**config.mk**
```make
export PLATFORM = sky130hd
export DESIGN_NAME = ialu_fifo
export DESIGN_NICKNAME = d
export VERILOG_FILES = /design/src/hdl/ialu_pkg.sv /design/src/hdl/ialu_fifo.sv
export SDC_FILE = /design/constraint.sdc
export NUM_CORES = 1
export LEC_CHECK = 0
export ABC_AREA = 1
export BUFFER_PORTS_ARGS = -buffer_cell sky130_fd_sc_hd__buf_2
export CORE_AREA = 2 2 263 265
export DETAILED_ROUTE_END_ITERATION = 8
export DIE_AREA = 0 0 265 267
export PLACE_DENSITY = 0.65
export SETUP_SLACK_MARGIN = 0.02
export SYNTH_ARGS = -nofsm -noshare
export SYNTH_HDL_FRONTEND = slang
export SYNTH_SLANG_ARGS = --single-unit
```
**constraint.sdc**
```tcl
create_clock -name clk -period 27 [get_ports clk]
set_input_delay 5.4 -clock clk [delete_from_list [all_inputs] [get_ports clk]]
set_output_delay 5.4 -clock clk [all_outputs]
set_load 0.02 [all_outputs]
```
**src/hdl/ialu_pkg.sv**
```systemverilog
// Shared types and constants for the integer operator unit.
package ialu_pkg;

  localparam int DW         = 64;
  localparam int WW         = 7;
  localparam int SHW        = 6;
  localparam int MAX_WIDTH_D = 64;
  localparam int QDEPTH     = 2;

  typedef enum logic [4:0] {
    F_PLUS  = 5'd0,  F_MINUS = 5'd1,  F_LNOT  = 5'd2,  F_BNOT  = 5'd3,
    F_RAND  = 5'd4,  F_RNAND = 5'd5,  F_ROR   = 5'd6,  F_RNOR  = 5'd7,
    F_RXOR  = 5'd8,  F_RXNOR = 5'd9,
    F_ADD   = 5'd10, F_SUB   = 5'd11, F_MUL   = 5'd12, F_DIV   = 5'd13,
    F_MOD   = 5'd14,
    F_EQ    = 5'd15, F_NE    = 5'd16, F_LT    = 5'd17, F_LE    = 5'd18,
    F_GT    = 5'd19, F_GE    = 5'd20,
    F_AND   = 5'd21, F_OR    = 5'd22, F_XOR   = 5'd23, F_XNOR  = 5'd24,
    F_LAND  = 5'd25, F_LOR   = 5'd26,
    F_SHL   = 5'd27, F_LSR   = 5'd28, F_ASR   = 5'd29
  } func_t;

  // classified item handed from front to back
  typedef struct packed {
    func_t           op;
    logic [DW-1:0]   a;
    logic [DW-1:0]   b;
    logic [DW-1:0]   sa;
    logic [DW-1:0]   sb;
    logic [DW-1:0]   m;
    logic            sg;
    logic            rhs_nz;
    logic            amt_big;
    logic [SHW-1:0]  sh;
  } q_item_t;

endpackage

```
**src/hdl/ialu_fifo.sv**
```systemverilog
// Short queue of classified items between front and back.
module ialu_fifo import ialu_pkg::*; (
  input  logic    clk,
  input  logic    rst_n,
  input  logic    push,
  output logic    full,
  input  q_item_t push_item,
  output logic    q_valid,
  input  logic    pop,
  output q_item_t q_item
);

  localparam int PW = (QDEPTH > 1) ? $clog2(QDEPTH) : 1;
  localparam int CW = $clog2(QDEPTH + 1);

  q_item_t         mem_r [QDEPTH];
  logic [PW-1:0]   wr_r;
  logic [PW-1:0]   rd_r;
  logic [CW-1:0]   cnt_r;

  assign full    = (cnt_r == CW'(QDEPTH));
  assign q_valid = (cnt_r != '0);
  assign q_item  = mem_r[rd_r];

  always_ff @(posedge clk) begin
    if (!rst_n) begin
      wr_r  <= '0;
      rd_r  <= '0;
      cnt_r <= '0;
    end else begin
      if (push) wr_r <= (wr_r == PW'(QDEPTH - 1)) ? '0 : wr_r + PW'(1);
      if (pop)  rd_r <= (rd_r == PW'(QDEPTH - 1)) ? '0 : rd_r + PW'(1);
      if (push && !pop) cnt_r <= cnt_r + CW'(1);
      else if (pop && !push) cnt_r <= cnt_r - CW'(1);
    end
    if (push) mem_r[wr_r] <= push_item;
  end

endmodule

```
==> Flow_metrics.wiki, run 1 <==
{| class="wikitable"
! Metric !! Value
|-
| Maximum vdd drop || 59.0 uV
|-
| Number of gates resized after CTS || 0
|-
| Number of instances in the synthesized netlist || 1074
|-
| Signed area change from the synthesized netlist to the final layout || 25.3%
|-
| Critical path arrival || 3.88 ns
|-
| Hold-fix buffers at CTS || 0
|-
| Die Span X || 265 um
|-
| Worst-path fanout max || 133
|-
| Syn avg cell area || 23.6 um2
|-
| Number of setup violations in the final report || 0
|-
| Fin Clk Skew || 0.0246 ns
|-
| Vias post-DR || 12600
|-
| Final estimated routing congestion in global placement || 0.782
|-
| Leakage power figure || 12.4 nW
|-
| Clock-pin slew of the registers on the worst-case setup and hold paths || 0.06 ns
|-
| RSZ-0062 raised after global routing || false
|-
| Maximum clock frequency || 108 MHz
|-
| Dpl cells || 2604
|-
| Dpl ws || 18.24 ns
|-
| Number of antenna violations at the first check in global routing || 15
|-
| Worst Hold Slack || 0.502 ns
|-
| Outcome || finished, final reports clean
|-
| GRT Overall Usage || 0.150
|-
| Nature of the critical path startpoint || flop
|-
| Clk network pwr share || 0.380
|-
| Skew-Pair Late Insertion Delay || 0.59 ns
|-
| First-pass DRT Iterations || 4
|-
| Grt ovf || 0
|-
| Vias in the first global route || 13300
|-
| Antenna violation net count after detailed routing || 0
|-
| Switching power summed over all nets || 552 uW
|-
| Share of Yosys cell area claimed by the top area cell type || 0.790
|-
| Cell chosen for the clock root || sky130_fd_sc_hd__clkbuf_16
|-
| CTS tree || done
|-
| Number of distinct library cell variants in the gate-level netlist after synthesis || 14
|-
| Effective utilization at floorplan || 0.374
|-
| Int Pwr || 1.87 mW
|-
| Routed wire length on met3 || 3970 um
|-
| Category of the worst setup path capture point || output port
|-
| Worst relative slew slack || 0.163
|-
| Port buffer count || 673
|-
| Total count of hold-check failures in the final report || 0
|-
| Time the worst path needs with I/O delays and setup || 9.28 ns
|-
| Routed length on met1 || 20000 um
|-
| Worst path required time || 21.60 ns
|-
| Iteration-0 DRC count of the detailed router || 768
|-
| Total Wirelength || 55900 um
|-
| Final cell count without fillers || 2734
|-
| Core area || 68000 um2
|-
| Number of sinks handled by clock tree synthesis || 673
|-
| Final design area excluding fillers || 31800 um2
|-
| Proportion of total power due to net switching || 0.228
|-
| Max-capacitance violation count || 0
|-
| Level count of the clock H-tree || 3
|-
| Uppermost signal routing layer after detailed routing || met5
|-
| Post-detailed-route wirelength per cell || 20.4 um
|-
| Share of the cycle needed by the critical path after routing || 0.344
|-
| Combinational group share of total power || 0.113
|-
| Number of buffers added for setup after CTS || 0
|-
| Area enclosed by the die boundary || 70800 um2
|-
| Avg Vias per Cell || 4.62
|-
| Final-layout fill cell count || 5806
|-
| Pin count of the biggest net entering global routing || 134
|-
| Sequential fraction of the synthesis area || 0.794
|-
| Launch point of the worst hold path || rd_r
|-
| Post-layout nets || 2134
|-
| Leading area contributor after synthesis || sky130_fd_sc_hd__edfxtp_1
|-
| Final core utilization || 0.468
|-
| PD cells || 76.0 nW/um2
|-
| Height of the die || 267 um
|-
| Flip-flop and latch count after synthesis || 673
|-
| Floorplan row count || 96
|-
| Buffers from clock root to sink, at most || 3
|-
| Leading post-synthesis cells by cell area || sky130_fd_sc_hd__edfxtp_1, sky130_fd_sc_hd__mux2_4, sky130_fd_sc_hd__mux2_2, sky130_fd_sc_hd__buf_6, sky130_fd_sc_hd__dfxtp_1
|-
| Number of slew-limit violations in the final report || 0
|-
| Post-route DRC || 0
|-
| Worst slew pin tran || 1.26 ns
|-
| Total power || 2.42 mW
|-
| Tightest Hold Check Type || flop to flop
|-
| Nets in the synthesized netlist || 1413
|-
| Final TNS setup || 0 ns
|-
| Io pins || 674
|-
| Post-synthesis cell area || 25400 um2
|-
| Start of the worst register-to-register path || wr_r
|-
| Final HPWL DP || 39300 um
|-
| Wire length on met2 || 30400 um
|-
| Yosys synthesis warning count || 0
|-
| Share of cells above drive strength 1 || 0.606
|-
| Worst path setup slack after routing || 17.72 ns
|-
| First-pass GRT wire length || 79700 um
|-
| CP Class || flop to output port
|-
| Placed cell area || 29600 um2
|-
| Sequential share of power || 0.508
|-
| TritonCTS Buffers || 71
|}
[final timing paths]
kind | endpoint | slack, ns | cells past startpoint
setup / recovery | q_item[285] | 17.72 | 4
hold / removal | flop | 0.50 | 2
setup reg to reg | mem_r[1][306] | 23.39 | 4
hold reg to reg | flop | 0.50 | 2
[area by class of cell]
| class | instances | area [um2] | area share |
|---|---|---|---|
| Sequential cell | 673 | 20200 | 0.633 |
| Multi-Input combinational cell | 356 | 4840 | 0.152 |
| Timing Repair Buffer | 685 | 3470 | 0.109 |
| Clock buffer | 87 | 1860 | 0.0583 |
| Tap cell | 882 | 1100 | 0.0347 |
| Clock inverter | 38 | 343 | 0.0108 |
| Inverter | 8 | 37.5 | 0.00118 |
| Antenna cell | 5 | 12.5 | 0.000393 |
[flip-flops by register name, indices dropped and copies added, names as in the netlist, named ones only]
name and flops:
mem_r 668, cnt_r 2, rd_r 1, wr_r 1
[critical path, cell delays in order, from the launching register on]
cell	delay, ns
sky130_fd_sc_hd__dfxtp_4	0.85
sky130_fd_sc_hd__buf_4	0.81
sky130_fd_sc_hd__buf_12	0.63
sky130_fd_sc_hd__mux2_4	0.37
sky130_fd_sc_hd__buf_2	0.17
[metal layers]
| metal | global-route usage | up-vias |
|---|---|---|
| met5 | 0 | - |
| met4 | 0.0571 | 10 |
| met3 | 0.0452 | 91 |
| met2 | 0.278 | 437 |
| met1 | 0.161 | 6346 |
| li1 | - | 5746 |
[kinds of logic after synthesis]
kind of cell             synth area share
AO/OA/AOI/OAI                    0.000394
flip-flops                          0.794
adder cells (fa/ha/maj)          0.000493
multiplexers                        0.187
AND/OR/NAND/NOR                   0.00296
buffers and inverters              0.0159
[Yosys cell counts, drive strengths merged]
master	count
dfxtp	5
o21ai	1
a21oi	1
ha	1
edfxtp	668
nand2	9
nand3	1
inv	8
nand4	1
nor2	8
buf	37
mux2	334
[placed cells by master, fill, tap and decap left out, types with 2 or more instances in the layout]
cell type / instances
sky130_fd_sc_hd__nand2_1: 9
sky130_fd_sc_hd__mux2_2: 74
sky130_fd_sc_hd__dfxtp_1: 4
sky130_fd_sc_hd__diode_2: 5
sky130_fd_sc_hd__clkinv_8: 2
sky130_fd_sc_hd__clkinv_1: 13
sky130_fd_sc_hd__nor2_1: 7
sky130_fd_sc_hd__clkbuf_16: 71
sky130_fd_sc_hd__clkbuf_8: 2
sky130_fd_sc_hd__inv_6: 2
sky130_fd_sc_hd__bufinv_16: 5
sky130_fd_sc_hd__edfxtp_1: 668
sky130_fd_sc_hd__clkinv_2: 11
sky130_fd_sc_hd__buf_4: 11
sky130_fd_sc_hd__clkinvlp_4: 4
sky130_fd_sc_hd__inv_1: 7
sky130_fd_sc_hd__clkbuf_1: 14
sky130_fd_sc_hd__mux2_4: 260
sky130_fd_sc_hd__buf_2: 673
[power by group through the flow]
| stage | combinational (mW) | clock [mW] | sequential [mW] |
|---|---|---|---|
| global placement | 0.272 | 0 | 1.25 |
| finish | 0.273 | 0.918 | 1.23 |
| CTS | 0.276 | 0.946 | 1.23 |
| detailed placement | 0.275 | 0 | 1.25 |
| floorplan | 0.179 | 0 | 1.27 |
| global route | 0.288 | 0.985 | 1.23 |
No activity file was read; power rests on OpenSTA's default activity.
==> run 2, diff against run 1 <==
PLACE_DENSITY = 0.67   (was 0.65)
clock period = 7.4 ns   (was 27 ns; I/O delays follow)
==> run 2 against run 1 <==
First-iteration DRC count grew 14%. Non-clock buffer count shrank 4. Hold slack gained 0.0041 ns. Sequential power grew to 3.6 times the previous value. Final cell count grew 0.11%. Combinational power grew to 3.6 times the previous value. Via count grew 0.90%. Sequential cell count is the same. Global-route usage is essentially flat. Power grew to 3.7 times the previous value. Core utilization grew 0.15 points. Critical endpoint is now q_item[314].
==> Flow_metrics.wiki, run 2 (synthesis gave the netlist of run 1 again) <==
{| class="wikitable"
! Metric !! Value
|-
| Outcome || finished, final reports clean
|-
| Number of slew-limit violations in the final report || 0
|-
| Max stage delay on crit path || 0.93 ns
|-
| Int Pwr || 6.77 mW
|-
| Post-layout nets || 2131
|-
| First-pass GRT wire length || 79800 um
|-
| Die Span X || 265 um
|-
| Number of gates resized after CTS || 0
|-
| Tightest Hold Check Type || flop to flop
|-
| Proportion of total power due to net switching || 0.235
|-
| Post-detailed-route wirelength per cell || 20.5 um
|-
| Avg Vias per Cell || 4.66
|-
| CP Class || flop to output port
|-
| Most frequent cells in the layout || sky130_fd_sc_hd__buf_2, sky130_fd_sc_hd__edfxtp_1, sky130_fd_sc_hd__mux2_4, sky130_fd_sc_hd__mux2_2, sky130_fd_sc_hd__clkbuf_16
|-
| RSZ-0062 raised after global routing || false
|-
| Number of buffers added for setup after CTS || 0
|-
| Iteration-0 DRC count of the detailed router || 874
|-
| Worst slew pin tran || 1.23 ns
|-
| Dpl ws || 3.49 ns
|-
| Number of setup violations in the final report || 0
|-
| Combinational group share of total power || 0.112
|-
| Dpl cells || 2600
|-
| Height of the die || 267 um
|-
| Port buffer count || 673
|-
| Share of cells above drive strength 1 || 0.605
|-
| Pin count of the biggest net entering global routing || 162
|-
| Category of the worst setup path capture point || output port
|-
| Clk network pwr share || 0.382
|-
| Time the worst path needs with I/O delays and setup || 4.49 ns
|-
| Critical path arrival || 3.01 ns
|-
| Vias in the first global route || 13300
|-
| Grt ovf || 0
|-
| Vias post-DR || 12700
|-
| Share of the cycle needed by the critical path after routing || 0.607
|-
| Skew-Pair Late Insertion Delay || 0.61 ns
|-
| Cell chosen for the clock root || sky130_fd_sc_hd__clkbuf_16
|-
| Worst Hold Slack || 0.507 ns
|-
| Maximum vdd drop || 192 uV
|-
| Sequential share of power || 0.506
|-
| Final estimated routing congestion in global placement || 0.893
|-
| Critical path, cell by cell || buf_12, buf_12, mux2_2, buf_2
|-
| Nature of the critical path startpoint || flop
|-
| CTS tree || done
|-
| Level count of the clock H-tree || 3
|-
| Fin Clk Skew || 0.0136 ns
|-
| Total Wirelength || 56100 um
|-
| Final HPWL DP || 38700 um
|-
| TritonCTS Buffers || 72
|-
| Signed area change from the synthesized netlist to the final layout || 25.7%
|-
| PD cells || 277 nW/um2
|-
| Biggest register || mem_r
|-
| Worst path required time || 5.92 ns
|-
| Final cell count without fillers || 2737
|-
| Area enclosed by the die boundary || 70800 um2
|-
| Final-layout fill cell count || 5748
|-
| Worst-path fanout max || 59
|-
| Number of antenna violations at the first check in global routing || 18
|-
| Buffers from clock root to sink, at most || 3
|-
| Final TNS setup || 0 ns
|-
| CP most frequent cell || sky130_fd_sc_hd__buf_12
|-
| Effective utilization at floorplan || 0.374
|-
| Max-capacitance violation count || 0
|-
| Hold-fix buffers at CTS || 0
|-
| GRT Overall Usage || 0.150
|-
| Floorplan row count || 96
|-
| Leading cell type in the layout, fill and taps excluded || sky130_fd_sc_hd__buf_2
|-
| Number of sinks handled by clock tree synthesis || 673
|-
| Antenna violation net count after detailed routing || 0
|-
| Core area || 68000 um2
|-
| Switching power summed over all nets || 2.08 mW
|-
| Maximum clock frequency || 223 MHz
|-
| Total count of hold-check failures in the final report || 0
|-
| Post-route DRC || 0
|-
| Area of the multi-input gates || 4840 um2
|-
| Slowest cell on the critical path || sky130_fd_sc_hd__dfxtp_4
|-
| Placed cell area || 29700 um2
|-
| Worst relative slew slack || 0.181
|-
| Io pins || 674
|-
| Max FFs per register || 668
|-
| Largest registers in the final layout || mem_r (668), cnt_r (2)
|-
| First-pass DRT Iterations || 4
|-
| Final design area excluding fillers || 31900 um2
|-
| Register cell area after layout || 20200 um2
|-
| Clock-pin slew of the registers on the worst-case setup and hold paths || 0.06 ns
|-
| Worst path setup slack after routing || 2.91 ns
|-
| Leakage power figure || 12.4 nW
|}
==> run 2: cell types whose count changed in the layout (fill, tap and decap cells not counted), sizes merged <==
cell | before | now
bufinv | 5 | 3
buf | 685 | 681
diode | 5 | 10
clkbuf | 87 | 88
clkinv | 27 | 26
inv | 10 | 13
clkinvlp | 4 | 5
==> run 2: power groups by stage <==
stage	Clock [mW]	Combinational, mW	Sequential (mW)
5_1_grt	3.62	1.05	4.50
3_3_place_gp	0	0.989	4.55
4_1_cts	3.47	1.01	4.48
6_report	3.38	0.994	4.48
2_1_floorplan	0	0.653	4.57
3_5_place_dp	0	1.00	4.56
==> run 2: worst paths after layout <==
| check | startpoint | endpoint | slack [ns] | depth (start not counted) |
|---|---|---|---|---|
| setup reg to reg | wr_r | mem_r[0][308] | 4.90 | 2 |
| hold / removal | rd_r | rd_r | 0.51 | 2 |
| setup / recovery | flop | q_item[314] | 2.91 | 4 |
| hold reg to reg | rd_r | rd_r | 0.51 | 2 |
==> run 2: per-layer routing <==
metal,track usage,wire length [um],vias up
met4,0.0678,2010,12
met2,0.262,29300,470
met3,0.0503,4270,140
li1,-,-,5749
met1,0.167,20400,6373
met5,0,83,-
==> run 2: cell type report <==
class / instances / share of cell area
clock buffer: 88 / 0.0583
multi-input combinational: 356 / 0.152
sequential: 673 / 0.631
antenna: 10 / 0.000784
tap: 882 / 0.0346
timing repair buffer: 681 / 0.111
inverter: 8 / 0.00106
clock inverter: 39 / 0.0117
==> run 2: worst max-delay path: cells and delay by family (launching register included) <==
kind                   cells  cell delay [ns]
DFF                        1             0.93
muxes                      1             0.38
buffers and inverters      3             0.93
==> run 2: metrics by stage <==
step	total power, mW	utilization
after floorplan	5.22	-
after global placement	5.54	0.436
after detailed placement	5.56	0.436
after CTS	8.96	0.469
after global routing	9.17	0.470
final	8.86	0.470
