===== src/hdl/ialu_pkg.sv =====
// Shared types and constants for the integer operator unit.
package ialu_pkg;

  localparam int DW         = 64;
  localparam int WW         = 7;
  localparam int SHW        = 6;
  localparam int MAX_WIDTH_D = 64;
  localparam int QDEPTH     = 2;

  typedef enum logic [4:0] {
    F_PLUS  = 5'd0,  F_MINUS = 5'd1,  F_LNOT  = 5'd2,  F_BNOT  = 5'd3,
    F_RAND  = 5'd4,  F_RNAND = 5'd5,  F_ROR   = 5'd6,  F_RNOR  = 5'd7,
    F_RXOR  = 5'd8,  F_RXNOR = 5'd9,
    F_ADD   = 5'd10, F_SUB   = 5'd11, F_MUL   = 5'd12, F_DIV   = 5'd13,
    F_MOD   = 5'd14,
    F_EQ    = 5'd15, F_NE    = 5'd16, F_LT    = 5'd17, F_LE    = 5'd18,
    F_GT    = 5'd19, F_GE    = 5'd20,
    F_AND   = 5'd21, F_OR    = 5'd22, F_XOR   = 5'd23, F_XNOR  = 5'd24,
    F_LAND  = 5'd25, F_LOR   = 5'd26,
    F_SHL   = 5'd27, F_LSR   = 5'd28, F_ASR   = 5'd29
  } func_t;

  // classified item handed from front to back
  typedef struct packed {
    func_t           op;
    logic [DW-1:0]   a;
    logic [DW-1:0]   b;
    logic [DW-1:0]   sa;
    logic [DW-1:0]   sb;
    logic [DW-1:0]   m;
    logic            sg;
    logic            rhs_nz;
    logic            amt_big;
    logic [SHW-1:0]  sh;
  } q_item_t;

endpackage


===== src/hdl/ialu_front.sv =====
// Front stage: normalizes width, masks and sign-extends operands, registers the item.
module ialu_front import ialu_pkg::*; #(
  parameter int MAX_WIDTH = MAX_WIDTH_D
) (
  input  logic          clk,
  input  logic          rst_n,
  input  logic          in_valid,
  output logic          in_ready,
  input  logic [4:0]    in_func,
  input  logic [DW-1:0] in_lhs,
  input  logic [DW-1:0] in_rhs,
  input  logic [WW-1:0] in_width,
  input  logic          in_signed,
  output logic          fq_valid,
  input  logic          fq_ready,
  output q_item_t       fq_item
);

  logic            v_r;
  q_item_t         item_r;
  q_item_t         item_c;
  logic [WW-1:0]   w;
  logic [SHW-1:0]  wm1;
  logic [DW-1:0]   m;
  logic [DW-1:0]   a;
  logic [DW-1:0]   b;

  always_comb begin
    w = in_width;
    if (w == '0) w = WW'(1);
    if (w > WW'(MAX_WIDTH)) w = WW'(MAX_WIDTH);
    wm1 = SHW'(w - WW'(1));
    m = (w >= WW'(DW)) ? '1 : ((DW'(1) << w) - DW'(1));
    a = in_lhs & m;
    b = in_rhs & m;
    item_c.op      = func_t'(in_func);
    item_c.a       = a;
    item_c.b       = b;
    item_c.m       = m;
    item_c.sg      = in_signed;
    item_c.sa      = (in_signed && a[wm1]) ? (a | ~m) : a;
    item_c.sb      = (in_signed && b[wm1]) ? (b | ~m) : b;
    item_c.rhs_nz  = (in_rhs != '0);
    item_c.amt_big = (in_rhs >= {{(DW-WW){1'b0}}, w});
    item_c.sh      = in_rhs[SHW-1:0];
  end

  assign in_ready = !v_r || fq_ready;
  assign fq_valid = v_r;
  assign fq_item  = item_r;

  always_ff @(posedge clk) begin
    if (!rst_n) begin
      v_r <= 1'b0;
    end else if (in_ready) begin
      v_r <= in_valid;
    end
    if (in_ready && in_valid) item_r <= item_c;
  end

endmodule


===== config.mk =====
export PLATFORM = sky130hd
export DESIGN_NAME = ialu_front
export DESIGN_NICKNAME = d
export VERILOG_FILES = /design/src/hdl/ialu_pkg.sv /design/src/hdl/ialu_front.sv
export SDC_FILE = /design/constraint.sdc
export NUM_CORES = 1
export LEC_CHECK = 0
export BUFFER_PORTS_ARGS = -buffer_cell sky130_fd_sc_hd__buf_2
export CORE_MARGIN = 3
export CORE_UTILIZATION = 25
export CTS_CLUSTER_SIZE = 14
export DETAILED_ROUTE_END_ITERATION = 12
export GPL_ROUTABILITY_DRIVEN = 0
export GPL_TIMING_DRIVEN = 0
export PLACE_DENSITY_LB_ADDON = 0.3
export SETUP_SLACK_MARGIN = 0.02
export SYNTH_ARGS = -nofsm -noshare
export SYNTH_HDL_FRONTEND = slang
export SYNTH_SLANG_ARGS = --single-unit

===== constraint.sdc =====
create_clock -name clk -period 8.8 [get_ports clk]
set_clock_uncertainty 0.1 [all_clocks]
set_input_delay 0.88 -clock clk [delete_from_list [all_inputs] [get_ports clk]]
set_output_delay 0.88 -clock clk [all_outputs]
set_load 0.1 [all_outputs]

==> results.py, run 1 <==
metrics = {
    "hold_path": {
        "hold_depth": 1,
        "worstHoldEndpoint": "fq_item[332]",
        "hp-start": "in_func[3]",
        "min_path_type": "input pin to flip-flop",
    },
    "floorplan": {
        "core-area_um2": 67900,
        "fp.dieH_um": 269,
        "initial_utilization": 0.255,
        "rows": 95,
        "dieArea_um2": 72400,
        "ios": 481,
        "die_w_um": 269,
    },
    "cts": {
        "cts-hold-fix-buffers": 0,
        "clock-sinks": 335,
        "clk_latency_ps": 560,
        "htree_levels": 2,
        "root_buffer": "clkbuf_16",
        "cts_tree": "done",
        "cts_max_path_buffers": 3,
        "cts_buffers": 41,
        "clk_pin_slew_worst_paths_ps": 60,
    },
    "setup_path": {
        "startpoint_type": "input pin",
        "cp_max_fo": 12,
        "crit_top_cell": "buf_2",
        "timing.rr.end": "fq_item[55]",
        "cp_top_family": "buffers and inverters",
        "reg2reg_slack_ps": 6440,
        "slowest_delay_ps": 1050,
        "cp.arrival_ps": 9170,
        "worstSetupEndpointType": "flip-flop",
        "reg2reg_from": "fq_valid",
        "cp_slowest_cell": "nor3_1",
        "cp_data_required_time_ps": 9100,
        "r2r_cells": 4,
        "path_buf_inv": 14,
        "critPathKind": "input pin to flip-flop",
    },
    "yosys": {
        "async_flop_share": 0,
        "syn_nets": 1684,
        "ys_types": 94,
        "syn_area_um2": 17300,
        "ys_top_cells_by_count": "334 x edfxtp_1, 150 x nand2_1, 89 x and2_1",
        "synthCells": 1526,
        "syn_avg_cell_area_um2": 11.3,
        "yosys.area.top_type_share": 0.580,
        "synth_top_area_cell": "edfxtp_1",
        "ys_ff_latch": 335,
        "synth_most_common_cell": "edfxtp_1",
        "ys_seq_area_frac": 0.581,
        "synth_edf_count": 334,
        "yosys_warnings": 0,
        "synth_flop_cell": "edfxtp_1",
        "synth_area_leaders": "edfxtp_1 58%, nand2_1 3.3%, and2_1 3.2%",
    },
    "route": {
        "viasPerCell": 5.27,
        "routed_wl_um": 88200,
        "drtPass1Iterations": 8,
        "drt_iter0_markers": 2156,
        "wl_per_cell_um": 29.2,
        "ant_nets": 0,
        "vias": 15900,
        "drcViolationCount": 0,
    },
    "grt": {
        "busiest_layer": "met2",
        "grt_use_total": 0.234,
        "grt_pass1_vias": 15600,
        "grt_use_met2": 0.382,
        "grtUsageMet1": 0.283,
        "grt_pass1_wl_um": 119000,
        "grt_max_degree": 66,
        "use_met3": 0.0808,
        "grt_antenna_before_repair": 12,
        "grt_overflow_total": 0,
    },
    "placement": {
        "place_inst": 2937,
        "dp_hpwl_um": 67600,
        "port_buffers": 480,
    },
    "pwr": {
        "power_switching_mw": 2.21,
        "pwr-share-clk": 0.305,
        "seq_power_share": 0.362,
        "p_leak_nw": 8.54,
        "power_frac_comb": 0.333,
        "vdd_drop_max_mv": 0.134,
        "power_switching_share": 0.413,
        "p_total_mw": 5.37,
        "intPower_mw": 3.15,
        "power_density_nw_per_um2": 238,
    },
    "finish": {
        "nets": 2224,
        "syn_to_final_growth_pct": 30.4,
        "fin_cells": 3021,
        "drive_above_1_share": 0.322,
        "n_fill_cell": 7021,
    },
    "job": {
        "maxCapViolCount": 0,
    },
    "timing": {
        "setup_viol": 6,
        "min_period_ps": 8870,
        "max_freq_mhz": 113,
        "relSlewSlack": 0.0636,
        "tightest_slew_ps": 1390,
        "final_max_slew_viol_count": 0,
        "final_hold_viol_count": 0,
        "fin_crit_sh": 1.01,
        "fin_ws_ps": -70.8,
        "rsz0062_at_grt": "no",
    },
    "status": {
        "violations": "setup timing",
        "status": "complete, but fails checks",
    },
}
-- layer usage --
metal / part of all wire / vias to the layer above
met3: 0.11 / 251
met1: 0.38 / 7775
met2: 0.46 / 1033
met4: 0.052 / 14
met5: 0.00090 / -
li1: - / 6851
-- power by group through the flow --
stage	sequential [mW]	clock (mW)	combinational (mW)
4_1_cts	1.95	1.68	1.77
5_1_grt	1.95	1.74	1.84
2_1_floorplan	2.82	0	0.411
3_3_place_gp	2.00	0	1.73
3_5_place_dp	1.98	0	1.76
6_report	1.94	1.63	1.79
-- state kept, by name, indices dropped and copies added (netlist names) --
register and count:
fq_item 334, fq_valid 1
-- cell families after synthesis --
logic type | count (synthesis) | synth area share
simple gates | 596 | 0.183
mux | 26 | 0.0184
compound gates | 365 | 0.155
xor+xnor | 24 | 0.0122
buf+inv | 167 | 0.0404
flops | 335 | 0.581
fa+ha+maj | 13 | 0.00940
-- through the flow --
step / setup slack, ps / cell area (um^2) / TNS, ps / hold WS (ps) / util
2_1_floorplan: 1910 / 17300 / 0 / 879 / -
3_3_place_gp: -2800 / 20900 / -292390 / 401 / 0.307
3_5_place_dp: -2390 / 21100 / -274260 / 447 / 0.310
4_1_cts: 28.4 / 22400 / 0 / 359 / 0.331
5_1_grt: 27.5 / 22500 / 0 / 363 / 0.332
6_report: -70.8 / 22500 / -157 / 382 / 0.332
-- how the worst max path moves through the flow --
stage                 from           end  slack (ps)  cells past startpoint
6_report       in_width[6]  fq_item[197]         -70                     26
5_1_grt        in_width[3]  fq_item[126]          30                     29
3_5_place_dp   in_width[4]  fq_item[197]       -2390                     27
4_1_cts        in_width[3]  fq_item[116]          30                     29
2_1_floorplan  in_width[3]   fq_item[92]        1910                     28
3_3_place_gp   in_width[4]  fq_item[197]       -2800                     27
-- cells in the final DEF, fill, tap and decap left out, types with 11 or more instances in the layout --
cell	Yosys	routed
and2_1	89	88
nand4_1	15	15
nand2b_1	42	42
nand2_1	150	150
buf_2	31	503
clkbuf_1	45	47
edfxtp_1	334	334
inv_1	75	75
xnor2_1	18	18
a21o_1	16	16
o21ai_0	41	40
nor2b_1	13	12
o31ai_1	32	32
mux2_2	17	17
buf_4	5	19
nor2_1	88	87
a211oi_1	12	11
a31oi_1	15	15
and3_1	14	14
ha_1	13	13
o22ai_1	12	12
o21bai_1	63	63
nand3_1	55	55
nor4_1	20	19
clkbuf_16	0	42
a21oi_1	55	54
nor3_1	42	37
-- cell type report --
class	count	area, um^2	share of cell area
sequential	335	10000	0.446
tap	921	1150	0.0511
multi-input combinational	1024	6680	0.296
antenna	4	10.0	0.000444
inverter	78	293	0.0130
clock inverter	22	190	0.00843
timing repair buffer	497	2650	0.117
buffer	89	445	0.0198
clock buffer	51	1080	0.0481
-- repair_timing --
action / in CTS / in global routing
setup endpoints to repair: 132 / 113
pin swaps: 1 / 2
resized for setup: 26 / 21
buffers inserted: 4 / 3
-- worst register-to-register path: stages (launching register included) --
cell and delay [ps]:
dfxtp_1 310, nand2b_1 100, and2_4 700, buf_16 420, buf_16 360
Power figures use the tool's default switching activity.
==> run 2: changes to the inputs <==
- BUFFER_PORTS_ARGS: -buffer_cell sky130_fd_sc_hd__buf_2 -> -buffer_cell sky130_fd_sc_hd__buf_4
- clock period: 8.8 -> 10.9 ns (I/O delays scaled with it)
==> results.py, run 2 (synthesis gave the netlist of run 1 again) <==
metrics = {
    "status": {
        "status": "complete, but fails checks",
        "violations": "setup timing",
    },
    "floorplan": {
        "initial_utilization": 0.255,
        "rows": 95,
        "die_w_um": 269,
        "core-area_um2": 67900,
        "ios": 481,
        "dieArea_um2": 72400,
        "fp.dieH_um": 269,
    },
    "job": {
        "maxCapViolCount": 0,
    },
    "timing": {
        "final_hold_viol_count": 0,
        "tightest_slew_ps": 1380,
        "fin_ws_ps": -14.8,
        "setup_viol": 2,
        "relSlewSlack": 0.0731,
        "fin_tns_setup_ps": -22.7,
        "final_max_slew_viol_count": 0,
        "rsz0062_at_grt": "yes",
        "max_freq_mhz": 91.6,
        "fin_crit_sh": 1.00,
        "min_period_ps": 10910,
    },
    "finish": {
        "largest_reg_flops": 334,
        "mostFrequentLayoutCell": "buf_4",
        "nets": 2216,
        "syn_to_final_growth_pct": 36.4,
        "fin_cells": 3013,
        "final_cell_mix": "486 x buf_4, 334 x edfxtp_1, 150 x nand2_1",
        "n_fill_cell": 6812,
        "area.sequential_um2": 10000,
        "drive_above_1_share": 0.313,
        "final_util": 0.347,
        "multiInputGateArea_um2": 6600,
    },
    "setup_path": {
        "reg2reg_slack_ps": 8300,
        "r2r_cells": 5,
        "cp_data_required_time_ps": 11160,
        "reg2reg_from": "fq_valid",
        "timing.rr.end": "fq_item[175]",
        "cp_max_fo": 12,
        "startpoint_type": "input pin",
        "cp.arrival_ps": 11170,
        "worstSetupEndpointType": "flip-flop",
        "slowest_delay_ps": 980,
        "critPathKind": "input pin to flip-flop",
        "path_buf_inv": 10,
        "cp_top_family": "buffers and inverters",
        "cp_slowest_cell": "nor4bb_2",
    },
    "route": {
        "routed_wl_um": 88300,
        "wl_per_cell_um": 29.3,
        "drcViolationCount": 0,
        "ant_nets": 0,
        "drtPass1Iterations": 9,
        "viasPerCell": 5.27,
        "vias": 15900,
        "drt_iter0_markers": 2378,
    },
    "pwr": {
        "pwr-share-clk": 0.303,
        "seq_power_share": 0.358,
        "power_switching_mw": 1.77,
        "power_switching_share": 0.403,
        "p_total_mw": 4.40,
        "power_density_nw_per_um2": 187,
        "intPower_mw": 2.63,
        "vdd_drop_max_mv": 0.126,
        "power_frac_comb": 0.339,
        "p_leak_nw": 8.91,
    },
    "cts": {
        "htree_levels": 2,
        "cts_resized": 1,
        "cts_tree": "done",
        "cts_max_path_buffers": 3,
        "cts_setup_buffers": 0,
        "clk_latency_ps": 540,
        "cts-hold-fix-buffers": 0,
        "clock-sinks": 335,
        "clk_pin_slew_worst_paths_ps": 60,
        "cts_buffers": 40,
        "root_buffer": "clkbuf_16",
    },
    "placement": {
        "port_buffers": 480,
        "place_inst": 2935,
        "dp_hpwl_um": 68300,
    },
    "grt": {
        "grt_pass1_vias": 15700,
        "grt_pass1_wl_um": 120000,
        "grt_max_degree": 72,
        "grt_antenna_before_repair": 5,
        "grt_use_total": 0.235,
        "grt_overflow_total": 0,
    },
    "hold_path": {
        "worstHoldEndpoint": "fq_valid",
        "hp-start": "fq_valid",
        "min_path_type": "flip-flop to flip-flop",
        "hold_depth": 2,
    },
}
[run 2: tightest hold or removal path, cell delays in order, from the launching register on]
cell	delay (ps)
dfxtp_1	310
nand2b_1	100
a21boi_0	80
[run 2: worst max-delay path by stage]
stage                            from      endpoint  slack (ps)  depth (start not counted)
after CTS                 in_width[4]  fq_item[178]         110                         26
after global placement       fq_ready  fq_item[332]       -1980                          3
after global routing      in_width[4]  fq_item[178]          20                         27
after floorplan              fq_ready    fq_item[0]         530                          2
final                     in_width[4]  fq_item[125]         -10                         25
after detailed placement  in_width[4]  fq_item[178]        -900                         26
[run 2: stage by stage]
stage	worst slack, ps	hold WS, ps	instance area [um^2]
floorplan	530	1090	17300
global placement	-1980	415	22100
detailed placement	-903	436	22200
CTS	109	447	23500
global route	20.4	485	23600
finish	-14.8	441	23600
[run 2: layout make-up]
cell class,count,area share
Clock inverter,25,0.0103
Antenna cell,5,0.000531
Clock buffer,46,0.0443
Sequential cell,335,0.426
Buffer,89,0.0173
Multi-Input combinational cell,1024,0.280
Inverter,78,0.0124
Timing Repair Buffer,490,0.161
Tap cell,921,0.0489
[run 2: power groups by stage]
stage          clock (mW)  sequential (mW)  combinational (mW)
2_1_floorplan           0             2.29               0.331
3_3_place_gp            0             1.64                1.46
3_5_place_dp            0             1.60                1.48
4_1_cts              1.38             1.58                1.48
5_1_grt              1.42             1.58                1.54
6_report             1.34             1.58                1.49
[run 2: metal layers]
metal | global-route usage | share of wire | vias to the layer above
met5 | 0 | 0.00046 | -
met4 | 0.103 | 0.053 | 6
met3 | 0.0860 | 0.11 | 263
met2 | 0.381 | 0.46 | 1078
met1 | 0.281 | 0.37 | 7711
li1 | - | - | 6827
==> run 3: changes to the inputs <==
- ABC_AREA: unset -> 1
==> results.py, run 3 <==
metrics = {
    "status": {
        "status": "finished, final reports clean",
    },
    "cts": {
        "cts-hold-fix-buffers": 0,
        "cts_buffers": 41,
        "cts_max_path_buffers": 3,
        "cts_setup_buffers": 0,
        "htree_levels": 2,
        "cts_tree": "done",
        "cts_resized": 0,
        "clock-sinks": 335,
        "root_buffer": "clkbuf_16",
        "clk_pin_slew_worst_paths_ps": 60,
        "clk_latency_ps": 540,
    },
    "setup_path": {
        "startpoint_type": "input pin",
        "cp_max_fo": 12,
        "cp_top_family": "simple AND/OR/NAND/NOR gates",
        "critPathKind": "input pin to flip-flop",
        "cp_data_required_time_ps": 11100,
        "worstSetupEndpointType": "flip-flop",
        "slowest_delay_ps": 810,
        "cp_slowest_cell": "buf_1",
        "path_buf_inv": 9,
        "cp.arrival_ps": 8300,
    },
    "grt": {
        "grt_pass1_vias": 15900,
        "grt_overflow_total": 0,
        "grt_max_degree": 32,
        "grt_antenna_before_repair": 3,
        "grt_use_total": 0.199,
        "grt_pass1_wl_um": 109000,
    },
    "placement": {
        "port_buffers": 475,
        "placed_area_um2": 23000,
        "place_ws_ps": 2240,
        "dp_hpwl_um": 60800,
    },
    "finish": {
        "mostFrequentLayoutCell": "nand2_1",
        "drive_above_1_share": 0.246,
        "largest_reg_flops": 334,
        "nets": 2764,
        "final_cell_mix": "545 x nand2_1, 492 x buf_4, 356 x nand3_1",
        "syn_to_final_growth_pct": 35.6,
        "n_fill_cell": 7404,
        "final_area_um2": 24300,
    },
    "hold_path": {
        "min_path_type": "flip-flop to flip-flop",
    },
    "route": {
        "ant_nets": 0,
        "drtPass1Iterations": 5,
        "vias": 16700,
        "drt_iter0_markers": 1296,
        "wl_per_cell_um": 21.6,
        "viasPerCell": 4.67,
        "drcViolationCount": 0,
        "routed_wl_um": 77200,
    },
    "yosys": {
        "synthCells": 2074,
        "synth_top_area_cell": "edfxtp_1",
        "ys_top_cells_by_count": "545 x nand2_1, 356 x nand3_1, 334 x edfxtp_1",
        "syn_area_um2": 17900,
        "yosys_warnings": 0,
        "yosys.area.top_type_share": 0.560,
        "ys_ff_latch": 335,
        "async_flop_share": 0,
        "synth_most_common_cell": "nand2_1",
        "syn_avg_cell_area_um2": 8.63,
        "synth_flop_cell": "edfxtp_1",
        "synth_edf_count": 334,
        "ys_seq_area_frac": 0.561,
        "synth_area_leaders": "edfxtp_1 56%, nand2_1 11%, nand3_1 9.9%",
        "syn_nets": 2232,
        "ys_types": 43,
    },
    "job": {
        "maxCapViolCount": 0,
    },
    "timing": {
        "min_period_ps": 8100,
        "final_max_slew_viol_count": 0,
        "final_hold_viol_count": 0,
        "rsz0062_at_grt": "no",
        "whs_ps": 477,
        "fin_crit_sh": 0.743,
        "fin_tns_setup_ps": 0,
        "relSlewSlack": 0.300,
        "fin_ws_ps": 2800,
        "max_freq_mhz": 124,
        "tightest_slew_ps": 1050,
        "setup_viol": 0,
    },
    "floorplan": {
        "fp.dieH_um": 274,
        "rows": 97,
        "die_w_um": 274,
        "dieArea_um2": 74900,
        "core-area_um2": 70500,
        "ios": 481,
        "initial_utilization": 0.254,
    },
    "pwr": {
        "power_density_nw_per_um2": 189,
        "vdd_drop_max_mv": 0.134,
        "p_leak_nw": 12.0,
        "p_total_mw": 4.59,
    },
}
run 3: changes by cell type in the layout (fill, tap and decap cells not counted), moves of 42 or more:
| cell | previous run | this run |
|---|---|---|
| a21oi_1 | 55 | 10 |
| nor2_1 | 88 | 202 |
| nand3_1 | 55 | 356 |
| inv_1 | 75 | 330 |
| and2_1 | 88 | 1 |
| nand4_1 | 15 | 62 |
| nand2_1 | 150 | 545 |
| o21bai_1 | 63 | 2 |
| nand2b_1 | 42 | 0 |
run 3: final timing paths:
path	from	to	slack [ps]	cells past startpoint
worst max-delay path	in_width[6]	fq_item[171]	2800	30
worst min-delay path	fq_valid	fq_valid	480	2
worst max register to register	fq_valid	fq_item[331]	8270	7
worst min register to register	fq_valid	fq_valid	480	2
run 3: cells by family after synthesis:
family	share of synthesized area
buffers and inverters	0.0942
DFF	0.561
AOI/OAI and AO/OA	0.0206
and+or+nand+nor	0.308
xor gates and xnor gates	0.00671
adders and majority gates	0.00908
run 3: layout make-up:
cell class / count / area (um^2) / area share
Sequential cell: 335 / 10000 / 0.414
Antenna cell: 1 / 2.50 / 0.000103
Buffer: 68 / 367 / 0.0151
Clock inverter: 19 / 234 / 0.00963
Timing Repair Buffer: 489 / 3860 / 0.159
Clock buffer: 54 / 1100 / 0.0451
Inverter: 351 / 1320 / 0.0543
Tap cell: 940 / 1180 / 0.0484
Multi-Input combinational cell: 1320 / 6190 / 0.255
run 3: per-stage QoR:
| step | util | cells |
|---|---|---|
| floorplan | - | 2074 |
| global placement | 0.321 | 3489 |
| detailed placement | 0.326 | 3503 |
| CTS | 0.344 | 3576 |
| global route | 0.344 | 3576 |
| finish | 0.344 | 3577 |
run 3: worst register-to-register path, delay by kind of cell (launching register included):
kind            cells  cell delay [ps]
buf+inv             6             1430
flops               1              350
compound gates      1              460
run 3: where the power goes:
part	internal (mW)	switching [mW]
Sequential	1.57	0.0320
Clock	0.826	0.550
Combinational	0.313	1.30
run 3: per-layer routing:
layer / track usage / vias up / part of all wire / wire length, um
met4: 0.0562 / 4 / 0.030 / 2280
li1: - / 7949 / - / -
met2: 0.338 / 705 / 0.48 / 37200
met3: 0.0446 / 117 / 0.083 / 6410
met5: 0 / - / 0.00041 / 32
met1: 0.253 / 7934 / 0.41 / 31300
